## config.mk

```make
export PLATFORM = sky130hd
export DESIGN_NAME = windowed_moving_average
export DESIGN_NICKNAME = d
export VERILOG_FILES = /design/src/design/wma_pkg.sv /design/src/design/wma_ram.sv /design/src/design/windowed_moving_average.sv
export SDC_FILE = /design/constraint.sdc
export NUM_CORES = 2
export LEC_CHECK = 0
export ABC_AREA = 1
export BUFFER_PORTS_ARGS = -buffer_cell sky130_fd_sc_hd__buf_2
export CAP_MARGIN = 10
export CORE_AREA = 2 2 405 407
export DETAILED_ROUTE_END_ITERATION = 10
export DIE_AREA = 0 0 407 409
export SETUP_SLACK_MARGIN = 0.3
export SYNTH_ARGS = -nofsm -noshare
export SYNTH_HDL_FRONTEND = slang
export SYNTH_HIERARCHICAL = 1
export SYNTH_SLANG_ARGS = --single-unit
```

## constraint.sdc

```tcl
create_clock -name clk -period 5.82 [get_ports clk]
set_clock_uncertainty 0.15 [all_clocks]
set_input_delay 0.582 -clock clk [delete_from_list [all_inputs] [get_ports clk]]
set_output_delay 0.582 -clock clk [all_outputs]
set_load 0.02 [all_outputs]
```

## src/design/wma_pkg.sv

```systemverilog
// shared constants, types and helpers for the windowed moving average block
package wma_pkg;

	localparam int MAX_WINDOW = 32;
	localparam int AW         = (MAX_WINDOW > 1) ? $clog2(MAX_WINDOW) : 1;
	localparam int CW         = $clog2(MAX_WINDOW + 1);
	localparam int DATA_W     = 32;
	localparam int TIME_W     = 16;
	localparam int ELAPSED_W  = 32;
	localparam int WL_W       = 6;
	localparam int LIMIT_W    = 14;
	localparam int CFG_W      = 14;
	localparam int SUM_W      = DATA_W + AW;
	localparam int DIV_CNT_W  = $clog2(SUM_W);

	localparam logic [LIMIT_W-1:0] COUNT_MAX = '1;

	typedef enum logic {
		REG_WINDOW = 1'b0,
		REG_LIMIT  = 1'b1
	} reg_idx_t;

	typedef enum logic {
		REQ_START  = 1'b0,
		REQ_SAMPLE = 1'b1
	} req_t;

	typedef enum logic [1:0] {
		S_IDLE,
		S_UPD,
		S_DIV,
		S_DONE
	} state_t;

	// window size in use: zero acts as one, large values clamp to capacity
	function automatic logic [CW-1:0] eff_window(input logic [WL_W-1:0] wl);
		logic [CW-1:0] w;
		w = CW'(1);
		if (wl == '0) begin
			w = CW'(1);
		end else if (int'(wl) > MAX_WINDOW) begin
			w = CW'(MAX_WINDOW);
		end else begin
			w = CW'(wl);
		end
		return w;
	endfunction

endpackage

```

## src/design/wma_ram.sv

```systemverilog
// generic single-write, single-read ram with registered read data
module wma_ram #(
	parameter int WIDTH = 32,
	parameter int DEPTH = 32
) (
	input  logic                                    clk,
	input  logic                                    we,
	input  logic [((DEPTH > 1) ? $clog2(DEPTH) : 1)-1:0] waddr,
	input  logic [WIDTH-1:0]                        wdata,
	input  logic [((DEPTH > 1) ? $clog2(DEPTH) : 1)-1:0] raddr,
	output logic [WIDTH-1:0]                        rdata
);

	logic [WIDTH-1:0] mem_q [DEPTH];

	always_ff @(posedge clk) begin
		if (we) begin
			mem_q[waddr] <= wdata;
		end
		rdata <= mem_q[raddr];
	end

endmodule

```

## src/design/windowed_moving_average.sv

```systemverilog
// windowed moving average: sample ring in ram, running sum, iterative divider
// a sample passes from accept through the update, divide and done states to a result;
// the divide is bit-serial restoring, one quotient bit per cycle
// a start item gives no result and leaves the block idle; the next item is taken while
// a result waits in the output register
// arst_n clears control state and counters; the ring is not cleared, no sweep
module windowed_moving_average
	import wma_pkg::*;
(
	input  logic                        clk,
	input  logic                        arst_n,
	input  logic                        in_valid,
	output logic                        in_stall,
	input  logic                        req_type,
	input  logic signed [DATA_W-1:0]    sample_value,
	input  logic [TIME_W-1:0]           time_ms,
	output logic                        out_valid,
	input  logic                        out_stall,
	output logic signed [DATA_W-1:0]    average,
	output logic [ELAPSED_W-1:0]        elapsed_ms,
	output logic                        last_of_run,
	input  logic                        cfg_we,
	input  logic                        cfg_index,
	input  logic [CFG_W-1:0]            cfg_data
);

	state_t state_q, state_d;

	logic [WL_W-1:0]          window_q;
	logic [LIMIT_W-1:0]       limit_q;
	logic signed [SUM_W-1:0]  sum_q;
	logic [AW-1:0]            write_slot_q;
	logic [CW-1:0]            fill_q;
	logic [LIMIT_W-1:0]       taken_q;
	logic [TIME_W-1:0]        prev_time_q;
	logic [ELAPSED_W-1:0]     elapsed_q;
	logic                     run_active_q;

	logic [DATA_W-1:0]        raw_q;
	logic [TIME_W-1:0]        time_q;
	logic [AW-1:0]            slot_q;
	logic                     drop_q;

	logic [SUM_W-1:0]         quo_q;
	logic [CW-1:0]            rem_q;
	logic [CW-1:0]            div_q;
	logic                     neg_q;
	logic [DIV_CNT_W-1:0]     cnt_q;
	logic                     last_q;

	logic                     out_valid_q;
	logic [DATA_W-1:0]        average_q;
	logic [ELAPSED_W-1:0]     elapsed_out_q;
	logic                     last_out_q;

	logic [CW-1:0]            win_c;
	logic [AW-1:0]            slot_c;
	logic                     in_acc;
	logic                     out_acc;
	logic                     out_load;
	logic [DATA_W-1:0]        ram_rdata;
	logic signed [SUM_W-1:0]  sum_next;
	logic [SUM_W-1:0]         sum_abs;
	logic [CW-1:0]            fill_next;
	logic [AW:0]              slot_inc;
	logic [TIME_W-1:0]        dt;
	logic [LIMIT_W-1:0]       taken_next;
	logic                     last_c;
	logic [CW:0]              rem_ext;
	logic                     q_bit;
	logic [CW-1:0]            rem_next;
	logic [SUM_W-1:0]         avg_full;

	assign win_c    = eff_window(window_q);
	assign slot_c   = (write_slot_q >= win_c) ? '0 : write_slot_q;
	assign in_stall = (state_q != S_IDLE);
	assign in_acc   = in_valid && !in_stall;
	assign out_acc  = out_valid_q && !out_stall;
	assign out_load = (state_q == S_DONE) && (!out_valid_q || !out_stall);

	wma_ram #(
		.WIDTH(DATA_W),
		.DEPTH(MAX_WINDOW)
	) u_ring (
		.clk  (clk),
		.we   (state_q == S_UPD),
		.waddr(slot_q),
		.wdata(raw_q),
		.raddr(slot_c),
		.rdata(ram_rdata)
	);

	// sum update: add the new sample, drop the oldest once the ring is full
	always_comb begin
		sum_next = sum_q + {{(SUM_W-DATA_W){raw_q[DATA_W-1]}}, raw_q};
		if (drop_q) begin
			sum_next = sum_next - {{(SUM_W-DATA_W){ram_rdata[DATA_W-1]}}, ram_rdata};
		end
		sum_abs    = sum_next[SUM_W-1] ? SUM_W'(-sum_next) : SUM_W'(sum_next);
		fill_next  = drop_q ? win_c : fill_q + CW'(1);
		slot_inc   = {1'b0, slot_q} + (AW+1)'(1);
		dt         = time_q - prev_time_q;
		taken_next = (taken_q != COUNT_MAX) ? taken_q + LIMIT_W'(1) : taken_q;
		last_c     = (limit_q != '0) && (taken_next >= limit_q);
	end

	// one restoring step on the magnitude
	always_comb begin
		rem_ext  = {rem_q, quo_q[SUM_W-1]};
		q_bit    = (rem_ext >= {1'b0, div_q});
		rem_next = q_bit ? CW'(rem_ext - {1'b0, div_q}) : rem_ext[CW-1:0];
		avg_full = neg_q ? SUM_W'(-quo_q) : quo_q;
	end

	always_comb begin
		state_d = state_q;
		unique case (state_q)
			S_IDLE: begin
				if (in_acc && req_type == REQ_SAMPLE && run_active_q) begin
					state_d = S_UPD;
				end
			end
			S_UPD:  state_d = S_DIV;
			S_DIV: begin
				if (cnt_q == '0) begin
					state_d = S_DONE;
				end
			end
			S_DONE: begin
				if (out_load) begin
					state_d = S_IDLE;
				end
			end
			default: state_d = S_IDLE;
		endcase
	end

	always_ff @(posedge clk or negedge arst_n) begin
		if (!arst_n) begin
			state_q <= S_IDLE;
		end else begin
			state_q <= state_d;
		end
	end

	always_ff @(posedge clk or negedge arst_n) begin
		if (!arst_n) begin
			window_q     <= WL_W'(1);
			limit_q      <= '0;
			sum_q        <= '0;
			write_slot_q <= '0;
			fill_q       <= '0;
			taken_q      <= '0;
			prev_time_q  <= '0;
			elapsed_q    <= '0;
			run_active_q <= 1'b0;
			out_valid_q  <= 1'b0;
		end else begin
			if (in_acc && req_type == REQ_START) begin
				sum_q        <= '0;
				write_slot_q <= '0;
				fill_q       <= '0;
				taken_q      <= '0;
				elapsed_q    <= '0;
				prev_time_q  <= time_ms;
				run_active_q <= 1'b1;
			end
			if (state_q == S_UPD) begin
				sum_q        <= sum_next;
				fill_q       <= fill_next;
				write_slot_q <= (slot_inc >= win_c) ? '0 : slot_inc[AW-1:0];
				elapsed_q    <= elapsed_q + ELAPSED_W'(dt);
				prev_time_q  <= time_q;
				taken_q      <= taken_next;
				if (last_c) begin
					run_active_q <= 1'b0;
				end
			end
			if (cfg_we) begin
				unique case (reg_idx_t'(cfg_index))
					REG_WINDOW: begin
						window_q     <= cfg_data[WL_W-1:0];
						run_active_q <= 1'b0;
					end
					REG_LIMIT:  limit_q <= cfg_data[LIMIT_W-1:0];
					default: ;
				endcase
			end
			if (out_load) begin
				out_valid_q <= 1'b1;
			end else if (out_acc) begin
				out_valid_q <= 1'b0;
			end
		end
	end

	// item capture, divider and output payload
	always_ff @(posedge clk) begin
		if (in_acc) begin
			raw_q  <= sample_value;
			time_q <= time_ms;
			slot_q <= slot_c;
			drop_q <= (fill_q >= win_c);
		end
		if (state_q == S_UPD) begin
			quo_q  <= sum_abs;
			rem_q  <= '0;
			div_q  <= fill_next;
			neg_q  <= sum_next[SUM_W-1];
			cnt_q  <= DIV_CNT_W'(SUM_W - 1);
			last_q <= last_c;
		end else if (state_q == S_DIV) begin
			quo_q <= {quo_q[SUM_W-2:0], q_bit};
			rem_q <= rem_next;
			cnt_q <= cnt_q - DIV_CNT_W'(1);
		end
		if (out_load) begin
			average_q     <= avg_full[DATA_W-1:0];
			elapsed_out_q <= elapsed_q;
			last_out_q    <= last_q;
		end
	end

	assign out_valid   = out_valid_q;
	assign average     = average_q;
	assign elapsed_ms  = elapsed_out_q;
	assign last_of_run = last_out_q;

	a_fill_bound: assert property (@(posedge clk) disable iff (!arst_n)
		int'(fill_q) <= MAX_WINDOW)
		else $error("fill count above capacity");

	a_slot_bound: assert property (@(posedge clk) disable iff (!arst_n)
		int'(write_slot_q) < MAX_WINDOW)
		else $error("write slot out of range");

	a_sample_starts: assert property (@(posedge clk) disable iff (!arst_n)
		in_acc && req_type == REQ_SAMPLE && run_active_q |=> state_q == S_UPD)
		else $error("accepted sample did not start an update");

	a_div_nonzero: assert property (@(posedge clk) disable iff (!arst_n)
		state_q == S_DIV |-> div_q != '0)
		else $error("divide by zero fill count");

	a_done_from_div: assert property (@(posedge clk) disable iff (!arst_n)
		$rose(state_q == S_DONE) |-> $past(state_q) == S_DIV && $past(cnt_q) == '0)
		else $error("result stage entered before divide finished");

endmodule
```

==> metrics.md <==
| Metric | Value |
|---|---|
| Vias in the first global route | between 40000 and 50000 |
| Starting density of the core | 0.3983 |
| Die area | around 0.17 mm2 |
| RR Endpoint | quo_q[33]$_DFFE_PP_ |
| Share of layout cells above drive strength 1 | 0.08476 |
| Largest net degree at the start of global routing | 179 |
| R2R Path Start | sum_q[0]$_DFFE_PN0P_ |
| DRC | 0 |
| Reg2Reg Depth | 29 |
| Initial antenna violation count | 10 |
| First-pass GRT wire length | between 200000 and 300000 um |
| Synth area leader | edfxtp_1 |
| Clk slew on worst S/H paths | about 0.06 ns |
| Top cells by count, synth | nand2_1, edfxtp_1, nand3_1 |
| Fin crit share | 0.8787 |
| Top Ports | 136 |
| Run status | finished clean |
| Post-synthesis average cell area | slightly below 10 um2 |
| Worst skew pair latency | around 0.80 ns |
| Netlist cell types | 63 |
| Predominant post-synthesis flop cell | edfxtp_1 |
| Drt first pass iters | 6 |
| Synth warnings | 6 |
| Pleak | 0.02958 uW |
| Drt wl/cell | 21.30 um |
| Met2 WL | 88370 um |
| Sink Count | between 1000 and 1500 |
| Critical path origin | sum_q[0]$_DFFE_PN0P_ |
| WHS | roughly 0.079 ns |
| Post-synth EDFFs | about 1200 |
| Vias per cell | about 5.3 |
| Slew @ Worst Pin | about 1.2 ns |
| Fin crit period | ~5 ns |
| Fin. Hold Viols | 0 |
| Slowest stage cell, crit path | fa_1 |
| Detail Placement HPWL | 120200 um |
| R2R Setup Slk | ~0.71 ns |
| Mapped Area | approximately 0.065 mm2 |
| Hold crit path type | in -> reg |
| RSZ-0062 raised after global routing | no |
| Top cell type's share of synthesized area | 0.5528 |
| Die H | about 400 um |
| Critical Path Fanout Max | 5 |
| Max cap viols | 0 |
| Req. time, crit path | 6.23 ns |
| WP data arrival | ~5.5 ns |
| Post-route ant nets | 0 |
| WL final | around 190000 um |
| Area delta synth->final | 12.84% |
| FP Rows | roughly 150 |
| Top cells by area, synth | edfxtp_1, nand2_1, nand3_1 |
| Final #Nets | approximately 7000 |
| Fmax | ~0.20 GHz |
| Post-Syn Nets | 6803 |
| Sequential fraction of the synthesis area | 0.6184 |
| Worst vdd rail ir drop | between 0.0004 and 0.0005 V |
| Metal3 WL | 15840 um |
| Congestion Overflow GR | 0 |
| DR top layer | met5 |
| Startpoint Class | flop |
| Power Dens Cells | between 500 and 600 mW/mm2 |
| Final setup fails | 0 |
| Worst setup path end | quo_q[33]$_DFFE_PP_ |
| Initial DRC count | about 5000 |
| Critical path class | reg -> reg |
| DR vias | between 40000 and 50000 |
| Port buffer count | around 140 |
| GRT Overall Usage | 0.2299 |
| Post-synth ARST share | 0.09810 |
| Root Driver | clkbuf_16 |
| TritonCTS Buffers | 146 |
| M1 WL | 82570 um |
| Setup TNS | 0 ns |
| H-tree depth | 4 |
| Cell with the most instances after synthesis | nand2_1 |
| Seq cells post-synth | 1366 |
| DIE WIDTH | slightly above 400 um |
| GP Congestion | approximately 0.97 |
| Critical Path Most Common Cell | nand2_1 |
| Core area | ~0.16 mm2 |
| Syn Inst Count | between 6000 and 7000 |
| Crit end category | flop |
| Max-slew violations | 0 |
| Max-Slew Margin vs Limit | 0.2035 |
| CP max stage delay | between 0.4 and 0.5 ns |
| CTS Buffer Depth | 3 |
| CTS tree | yes |
## layout make-up
type                    instances  area, um2
multi-input cells            4453      21300
inverters                     484       1854
repair buffers                319       2425
well taps                    2175       2721
fillers                     15140      89210
clock inverters                73      693.2
clock buffers                 195       3909
diodes                          4      10.01
flip-flops and latches       1366      39910
## critical path, delay by kind of cell (launching register included)
family,cells,cell delay (ns)
adder cells (fa/ha/maj),3,1.03
AO/OA/AOI/OAI,1,0.08
flip-flops,1,0.36
buffers and inverters,4,0.41
AND/OR/NAND/NOR,21,2.86
## what timing repair did
item | 4_1_cts | 5_1_grt
buffers inserted | 0 | 0
hold buffers | 63 | 0
setup endpoints to repair | 0 | 30
resized for setup | 0 | 5
hold endpoints to repair | 162 | 0
## power breakdown
group	switching, uW	internal, uW
registers	769	12300
logic	14300	5890
clock network	3900	5070
total	18900	23300
## stage by stage
step | instance area, um2 | utilization | instances | power [uW] | worst slack (ns)
global route | 72810 | 0.4494 | 9066 | 45120 | 0.3008
CTS | 72800 | 0.4493 | 9065 | 42150 | 0.5967
detailed placement | 67570 | 0.4170 | 8734 | 33100 | 0.6111
floorplan | 64540 | - | 6577 | 27400 | 1.162
finish | 72820 | 0.4494 | 9069 | 42190 | 0.7060
global placement | 67570 | 0.4170 | 8734 | 32990 | 0.5453
## placed cells by master (no fill, tap or decap), types with 26 or more instances in the layout
master	instances
nand2_1	2339
edfxtp_1	1188
nand3_1	1031
inv_1	469
nor2_1	243
o21ai_0	159
ha_1	150
clkbuf_16	147
a21oi_1	142
buf_2	134
dfrtp_1	133
buf_4	104
dlygate4sd3_1	63
xor2_1	54
dfxtp_1	44
nor2_4	43
clkbuf_1	43
clkinv_1	28
nand4_1	27
clkinv_2	26
## metal layers
layer / global-route usage / vias to the layer above
li1: - / 22590
met1: 0.3187 / 23000
met2: 0.3597 / 1895
met3: 0.04464 / 341
met4: 0.07976 / 8
met5: 0 / -
## cells by family after synthesis
kind of cell	Yosys count	share of synthesized area
flops	1366	0.6184
fa+ha+maj	157	0.03102
compound gates	409	0.03509
xor+xnor	66	0.008957
buf+inv	758	0.05644
simple gates	3821	0.2501
## flip-flops by register name (all words and copies together) (netlist names), 2 cells and up
name / flops
div_q: 6
time_q: 16
limit_q: 14
state_q: 2
window_q: 6
elapsed_ms: 32
raw_q: 32
sum_q: 37
fill_q: 6
u_ring/mem_q: 1024
quo_q: 37
write_slot_q: 5
prev_time_q: 16
taken_q: 14
slot_q: 5
u_ring/rdata: 32
cnt_q: 6
rem_q: 6
elapsed_q: 32
average: 32
## worst min path at each step
stage                           startpoint                  endpoint  cells past startpoint
after detailed placement  last_q$_DFFE_PP_     last_of_run$_DFFE_PP_                      0
after global placement    last_q$_DFFE_PP_     last_of_run$_DFFE_PP_                      0
after CTS                 sample_value[22]       raw_q[22]$_DFFE_PP_                      1
after floorplan                     arst_n  elapsed_q[0]$_DFFE_PN0P_                      0
after global routing      sample_value[22]       raw_q[22]$_DFFE_PP_                      1
final                     sample_value[22]       raw_q[22]$_DFFE_PP_                      1
(Power assumes the default switching activity.)
